`src/rtl/bit_parallel_edit_distance_top_assert.svh`:
```
// Assertion macros for the bit-parallel edit distance block.
// Included by the RTL files that check their own logic; needs no package.
`ifndef BIT_PARALLEL_EDIT_DISTANCE_TOP_ASSERT_SVH
`define BIT_PARALLEL_EDIT_DISTANCE_TOP_ASSERT_SVH
`ifndef SYNTHESIS
// Condition that holds on the same edge as its trigger.
`define BPED_ASSERT_NOW(lbl, clk, rst, ante, cons, msg) \
  lbl: assert property (@(posedge clk) disable iff (rst) (ante) |-> (cons)) else $error(msg);
// Condition that holds on the edge after its trigger.
`define BPED_ASSERT_NEXT(lbl, clk, rst, ante, cons, msg) \
  lbl: assert property (@(posedge clk) disable iff (rst) (ante) |=> (cons)) else $error(msg);
// Invariant checked on every edge out of reset.
`define BPED_ASSERT_ALWAYS(lbl, clk, rst, cond, msg) \
  lbl: assert property (@(posedge clk) disable iff (rst) (cond)) else $error(msg);
`else
`define BPED_ASSERT_NOW(lbl, clk, rst, ante, cons, msg)
`define BPED_ASSERT_NEXT(lbl, clk, rst, ante, cons, msg)
`define BPED_ASSERT_ALWAYS(lbl, clk, rst, cond, msg)
`endif
`endif

```
`src/rtl/bped_pkg.sv`:
```
// Shared types and constants for the bit-parallel edit distance block.
// No dependencies; imported by bped_cell and the top level.
package bped_pkg;

  localparam int WORD_BITS   = 64;
  localparam int ROW_W       = 6;
  localparam int SYMBOL_BITS = 16;
  localparam int SCORE_BITS  = 16;
  localparam logic [SCORE_BITS-1:0] SCORE_MAX = '1;

  typedef enum logic [1:0] {
    MODE_LOAD   = 2'd0,
    MODE_WORD   = 2'd1,
    MODE_FINISH = 2'd2
  } mode_t;

  // One word symbol travelling down the chain with its horizontal carry.
  typedef struct packed {
    logic                   valid;
    logic [SYMBOL_BITS-1:0] sym;
    logic                   p;
    logic                   m;
  } tok_t;

  // Score change reported by the cell that holds the last reference row.
  typedef struct packed {
    logic up;
    logic down;
  } evt_t;

endpackage

```
`src/rtl/bped_cell.sv`:
```
// One 64-row block of the reference: symbols, vertical delta vectors and
// the Myers column step. Depends on bped_pkg.
module bped_cell
  import bped_pkg::*;
#(
  parameter int CELL_INDEX = 0,
  parameter int LEN_W      = 9
) (
  input  logic                   clk,
  input  logic                   rst,
  input  logic                   clear,
  input  logic                   load_en,
  input  logic [ROW_W-1:0]       load_row,
  input  logic [SYMBOL_BITS-1:0] load_sym,
  input  logic [LEN_W-1:0]       ref_len,
  input  tok_t                   tok_in,
  output tok_t                   tok_out,
  output evt_t                   evt
);

  localparam int BLK_W = LEN_W - ROW_W;
  localparam logic [BLK_W-1:0] IDX = BLK_W'(CELL_INDEX);

  logic [SYMBOL_BITS-1:0] ref_sym [WORD_BITS];
  logic [WORD_BITS-1:0]   pv, mv;

  logic [LEN_W-1:0]     len_m1;
  logic                 is_last;
  logic [ROW_W-1:0]     top_bit;
  logic [WORD_BITS-1:0] row_mask, eq, eqm, xv, xh, ph, mh, phs, mhs;
  logic [WORD_BITS-1:0] pv_next, mv_next;
  logic                 p_out, m_out;

  always_comb begin
    len_m1  = ref_len - LEN_W'(1);
    is_last = (ref_len != '0) && (len_m1[LEN_W-1:ROW_W] == IDX);
    top_bit = is_last ? len_m1[ROW_W-1:0] : ROW_W'(WORD_BITS - 1);
    if (ref_len[LEN_W-1:ROW_W] > IDX) begin
      row_mask = '1;
    end else if (ref_len[LEN_W-1:ROW_W] == IDX) begin
      row_mask = ~({WORD_BITS{1'b1}} << ref_len[ROW_W-1:0]);
    end else begin
      row_mask = '0;
    end
    for (int i = 0; i < WORD_BITS; i++) begin
      eq[i] = row_mask[i] && (ref_sym[i] == tok_in.sym);
    end
    xv    = eq | mv;
    eqm   = eq | {{(WORD_BITS-1){1'b0}}, tok_in.m};
    xh    = (((eqm & pv) + pv) ^ pv) | eqm;
    ph    = mv | ~(xh | pv);
    mh    = pv & xh;
    p_out = ph[top_bit];
    m_out = mh[top_bit];
    phs   = {ph[WORD_BITS-2:0], tok_in.p};
    mhs   = {mh[WORD_BITS-2:0], tok_in.m};
    pv_next = mhs | ~(xv | phs);
    mv_next = phs & xv;
    evt.up   = tok_in.valid && is_last && p_out;
    evt.down = tok_in.valid && is_last && !p_out && m_out;
  end

  always_ff @(posedge clk) begin
    if (load_en) begin
      ref_sym[load_row] <= load_sym;
    end
  end

  always_ff @(posedge clk) begin
    if (rst || clear) begin
      pv      <= '1;
      mv      <= '0;
      tok_out <= '0;
    end else begin
      if (tok_in.valid) begin
        pv <= pv_next;
        mv <= mv_next;
      end
      // hand the carry on unless this block holds the last row
      tok_out.valid <= tok_in.valid && !is_last;
      tok_out.sym   <= tok_in.sym;
      tok_out.p     <= p_out;
      tok_out.m     <= m_out;
    end
  end

endmodule

```
`config.mk`:
```
export PLATFORM = sky130hd
export DESIGN_NAME = bped_cell
export DESIGN_NICKNAME = d
export VERILOG_FILES = /design/src/rtl/bit_parallel_edit_distance_top_assert.svh /design/src/rtl/bped_pkg.sv /design/src/rtl/bped_cell.sv
export SDC_FILE = /design/constraint.sdc
export NUM_CORES = 2
export LEC_CHECK = 0
export CORE_MARGIN = 3
export CORE_UTILIZATION = 35
export DETAILED_ROUTE_END_ITERATION = 8
export DONT_BUFFER_PORTS = 1
export SETUP_SLACK_MARGIN = 0.5
export SYNTH_ARGS = -nofsm -noshare
export SYNTH_HDL_FRONTEND = slang
export SYNTH_SLANG_ARGS = --single-unit
```
`constraint.sdc`:
```
create_clock -name clk -period 10.31 [get_ports clk]
set_input_delay 0.5155 -clock clk [delete_from_list [all_inputs] [get_ports clk]]
set_output_delay 0.5155 -clock clk [all_outputs]
set_load 0.05 [all_outputs]
```
==> out/results.txt <==
Sequential area share after synthesis = 58.10%
GPL Wtd Cong = 0.9641
Ys flop type = edfxtp_1
Drt total wl = 206.3 mm
Seq. cell area = 33,690 um2
Post-synth EDFFs = 1,024
CTS Buffer Depth = 3
Pwr/cell area = 159.0 nW/um2
Die height = 413.0 um
Slew margin rel. = 6.014%
Async set-reset flop share out of synthesis = 0%
Drt wl/cell = 29.14 um
Area growth syn-to-layout = 11.02%
Final instance area = 64,380 um2
Port Buffers = 0
Max-Cap Viols = 0
Drt pass-1 iters = 7
Syn nets = 4,880
Setup TNS = 0 ps
Reg2Reg Depth = 19
Clock transition at path regs = 60 ps
Ratio of final minimum period to clock period = 70.33%
Critical Path RT = 9790 ps
H-Tree Depth = 3
WHS Path Cells = 3
Startpoint class of the critical path = flop
Worst Skew = 47.74 ps
Initial Util = 35.42%
Synthesized netlist cell count = 4,819
Yosys reg bits = 1,171
Vias = 41,400
Tmin final = 7251 ps
# resized after CTS = 0
Crit-path max FO = 7
Slew @ Worst Pin = 1397 ps
Die width = 413.0 um
Max Slew Vio Count = 0
Pwr Total = 10.23 mW
Cell Area, Synth = 57,990 um2
Post-DP HPWL = 118.5 mm
Post-DRT Antenna Nets = 0
Hold Vio Cnt, Final = 0
I/O pin count = 75
Largest net degree at the start of global routing = 153
Worst hold start = tok_in[0]
Fmax achieved = 0.1379 GHz
Worst EP arrival = 6740 ps
RSZ-0062 raised after global routing = false
Worst skew pair latency = 770 ps
GRT Total Usage = 23.57%
Worst Setup End Kind = output port
CTS tree = built
Multi-input gate area in the final layout = 22,580 um2
Total die area = 170,600 um2
Hold Crit Class = input pin to flop
Root buf cell = clkbuf_16
Area of the core = 163,700 um2
Maximum VDD drop = 145.5 uV
GRT Residual Overflow = 0
Synth unique cells = 110
Vias in the first global route = 38,740
Via density per instance = 5.847
Reg-to-Reg Start = ref_sym[1][13]
Worst setup path start = ref_sym[26][10]
Layout Nets = 4,866
Worst reg-to-reg setup slack = 4710 ps
Remaining DRCs = 0
Clock buffer count from CTS = 118
Synth warn = 0
Clk sink count = 1,171
Post-Place Cell Area = 59,960 um2
Syn Area/Cell = 12.03 um2
Final setup fails = 0
Lkg Pwr = 20.91 nW
Post-CTS Setup Inserts = 0
DR iter-0 viols = 5,003
Share of layout cells above drive strength 1 = 7.055%
Outcome = finished, final reports clean
Initial antenna violation count = 3
# fillers = 15,510
Row cnt = 148
Crit path kind = flop to output port
First-pass GRT wire length = 291.0 mm
==> per-layer routing <==
layer / up-vias / global-route usage, % / wire length, um
met5: - / 0 / 37
met4: 6 / 8.602 / 7781
met3: 378 / 4.439 / 19080
met2: 2155 / 37.02 / 93150
met1: 20910 / 32.38 / 86230
li1: 17950 / - / -
==> metrics by stage <==
stage               cells  hold WS [ps]  utilization, %  worst slack [ps]
floorplan            4819         460.0               -              4526
CTS                  7076         4.496           39.31              3197
finish               7080         63.03           39.33              3059
detailed placement   6830         493.5           36.63              3674
global route         7079         27.99           39.33              2834
global placement     6830         479.7           36.63              3648
==> power breakdown <==
| part | switching [mW] | leakage, nW | internal, mW | total, mW |
|---|---|---|---|---|
| Sequential | 0.0389 | 10.4 | 5.19 | 5.23 |
| Clock | 1.90 | 1.84 | 2.40 | 4.30 |
| Combinational | 0.462 | 8.66 | 0.249 | 0.711 |
| Total | 2.40 | 20.9 | 7.83 | 10.2 |
==> placed cells by master (no fill, tap or decap), drive strengths merged, types with 25 or more instances in the layout <==
cell type | synthesis | final
edfxtp | 1024 | 1024
xnor2 | 527 | 527
xor2 | 504 | 504
nor2 | 337 | 337
a21oi | 235 | 235
nand2 | 232 | 232
nor4 | 193 | 193
nand4 | 173 | 173
dfxtp | 147 | 147
clkbuf | 119 | 144
nor3 | 138 | 138
o21ai | 127 | 127
buf | 131 | 105
nand3 | 93 | 93
inv | 85 | 87
a211oi | 73 | 73
clkinv | 0 | 56
and2 | 52 | 52
or3 | 41 | 41
o211ai | 39 | 39
o31ai | 38 | 38
or4 | 34 | 34
and3 | 31 | 31
a31oi | 30 | 30
nand2b | 27 | 27
a21o | 26 | 26
o311ai | 25 | 25
==> kinds of logic after synthesis <==
family / synth area share (%)
AOI/OAI and AO/OA: 9.246
xor gates and xnor gates: 15.57
adders and majority gates: 0.2719
buffers and inverters: 3.150
DFF: 58.10
and+or+nand+nor: 13.66
==> area by class of cell <==
cell class / count / area share (%)
inverters: 85 / 0.4956
flip-flops and latches: 1171 / 52.33
clock buffers: 144 / 4.771
clock inverters: 75 / 1.166
multi-input cells: 3313 / 35.08
repair buffers: 116 / 1.924
diodes: 1 / 0.003887
well taps: 2175 / 4.227
==> worst paths after layout <==
path	endpoint
max	evt[0]
min	pv[0]
max reg2reg	tok_out[1]
min reg2reg	mv[0]
==> flip-flops by register name, indices dropped and copies added, names as in the netlist <==
name	count
tok_out	19
ref_sym	1024
pv	64
mv	64
==> critical path, cell delays in order (launching register included) <==
cell      delay, ps
edfxtp_1        390
xnor2_1         180
nand4_1         160
nor4_1         1180
nand3_1         550
o221ai_1        430
a221oi_1        220
o211ai_1        290
nand2b_1        170
o21ai_1         210
nor3_1          380
o21ai_0         210
o211ai_1        230
a41o_1          200
a31oi_1          60
o32a_1          250
nor4b_4         850
==> cells in the mapped netlist, drive strengths merged, types with 11 or more instances <==
library cell | number | area, um2
nand2b | 27 | 168.9
nor4 | 193 | 1257
and4 | 15 | 131.4
a21o | 26 | 195.2
o211ai | 39 | 306.5
xor2 | 504 | 4414
or4 | 34 | 262.8
or2 | 20 | 125.1
clkbuf | 119 | 449.2
a2111oi | 11 | 115.1
inv | 85 | 319.1
a311oi | 17 | 148.9
xnor2 | 527 | 4616
nor3b | 13 | 102.6
o31ai | 38 | 290.3
nor2 | 337 | 1270
o21a | 20 | 150.1
o31a | 12 | 105.1
nor3 | 138 | 706.9
buf | 131 | 1059
or3 | 41 | 256.5
nand3 | 93 | 470.5
nand4 | 173 | 1082
a31oi | 30 | 187.7
nor2b | 12 | 75.07
edfxtp | 1024 | 30750
nor4b | 13 | 126.4
o311ai | 25 | 244.0
dfxtp | 147 | 2943
and3 | 31 | 198.9
a21oi | 235 | 1180
nand2 | 232 | 873.3
o21ai | 127 | 643.1
a211oi | 73 | 558.0
and2 | 52 | 325.3
a211o | 15 | 131.4
nand4b | 20 | 175.2
==> repair_timing <==
item | 4_1_cts | 5_1_grt
setup endpoints to repair | 0 | 0
hold buffers | 27 | 1
hold endpoints to repair | 1125 | 1
Power figures use the tool's default switching activity.
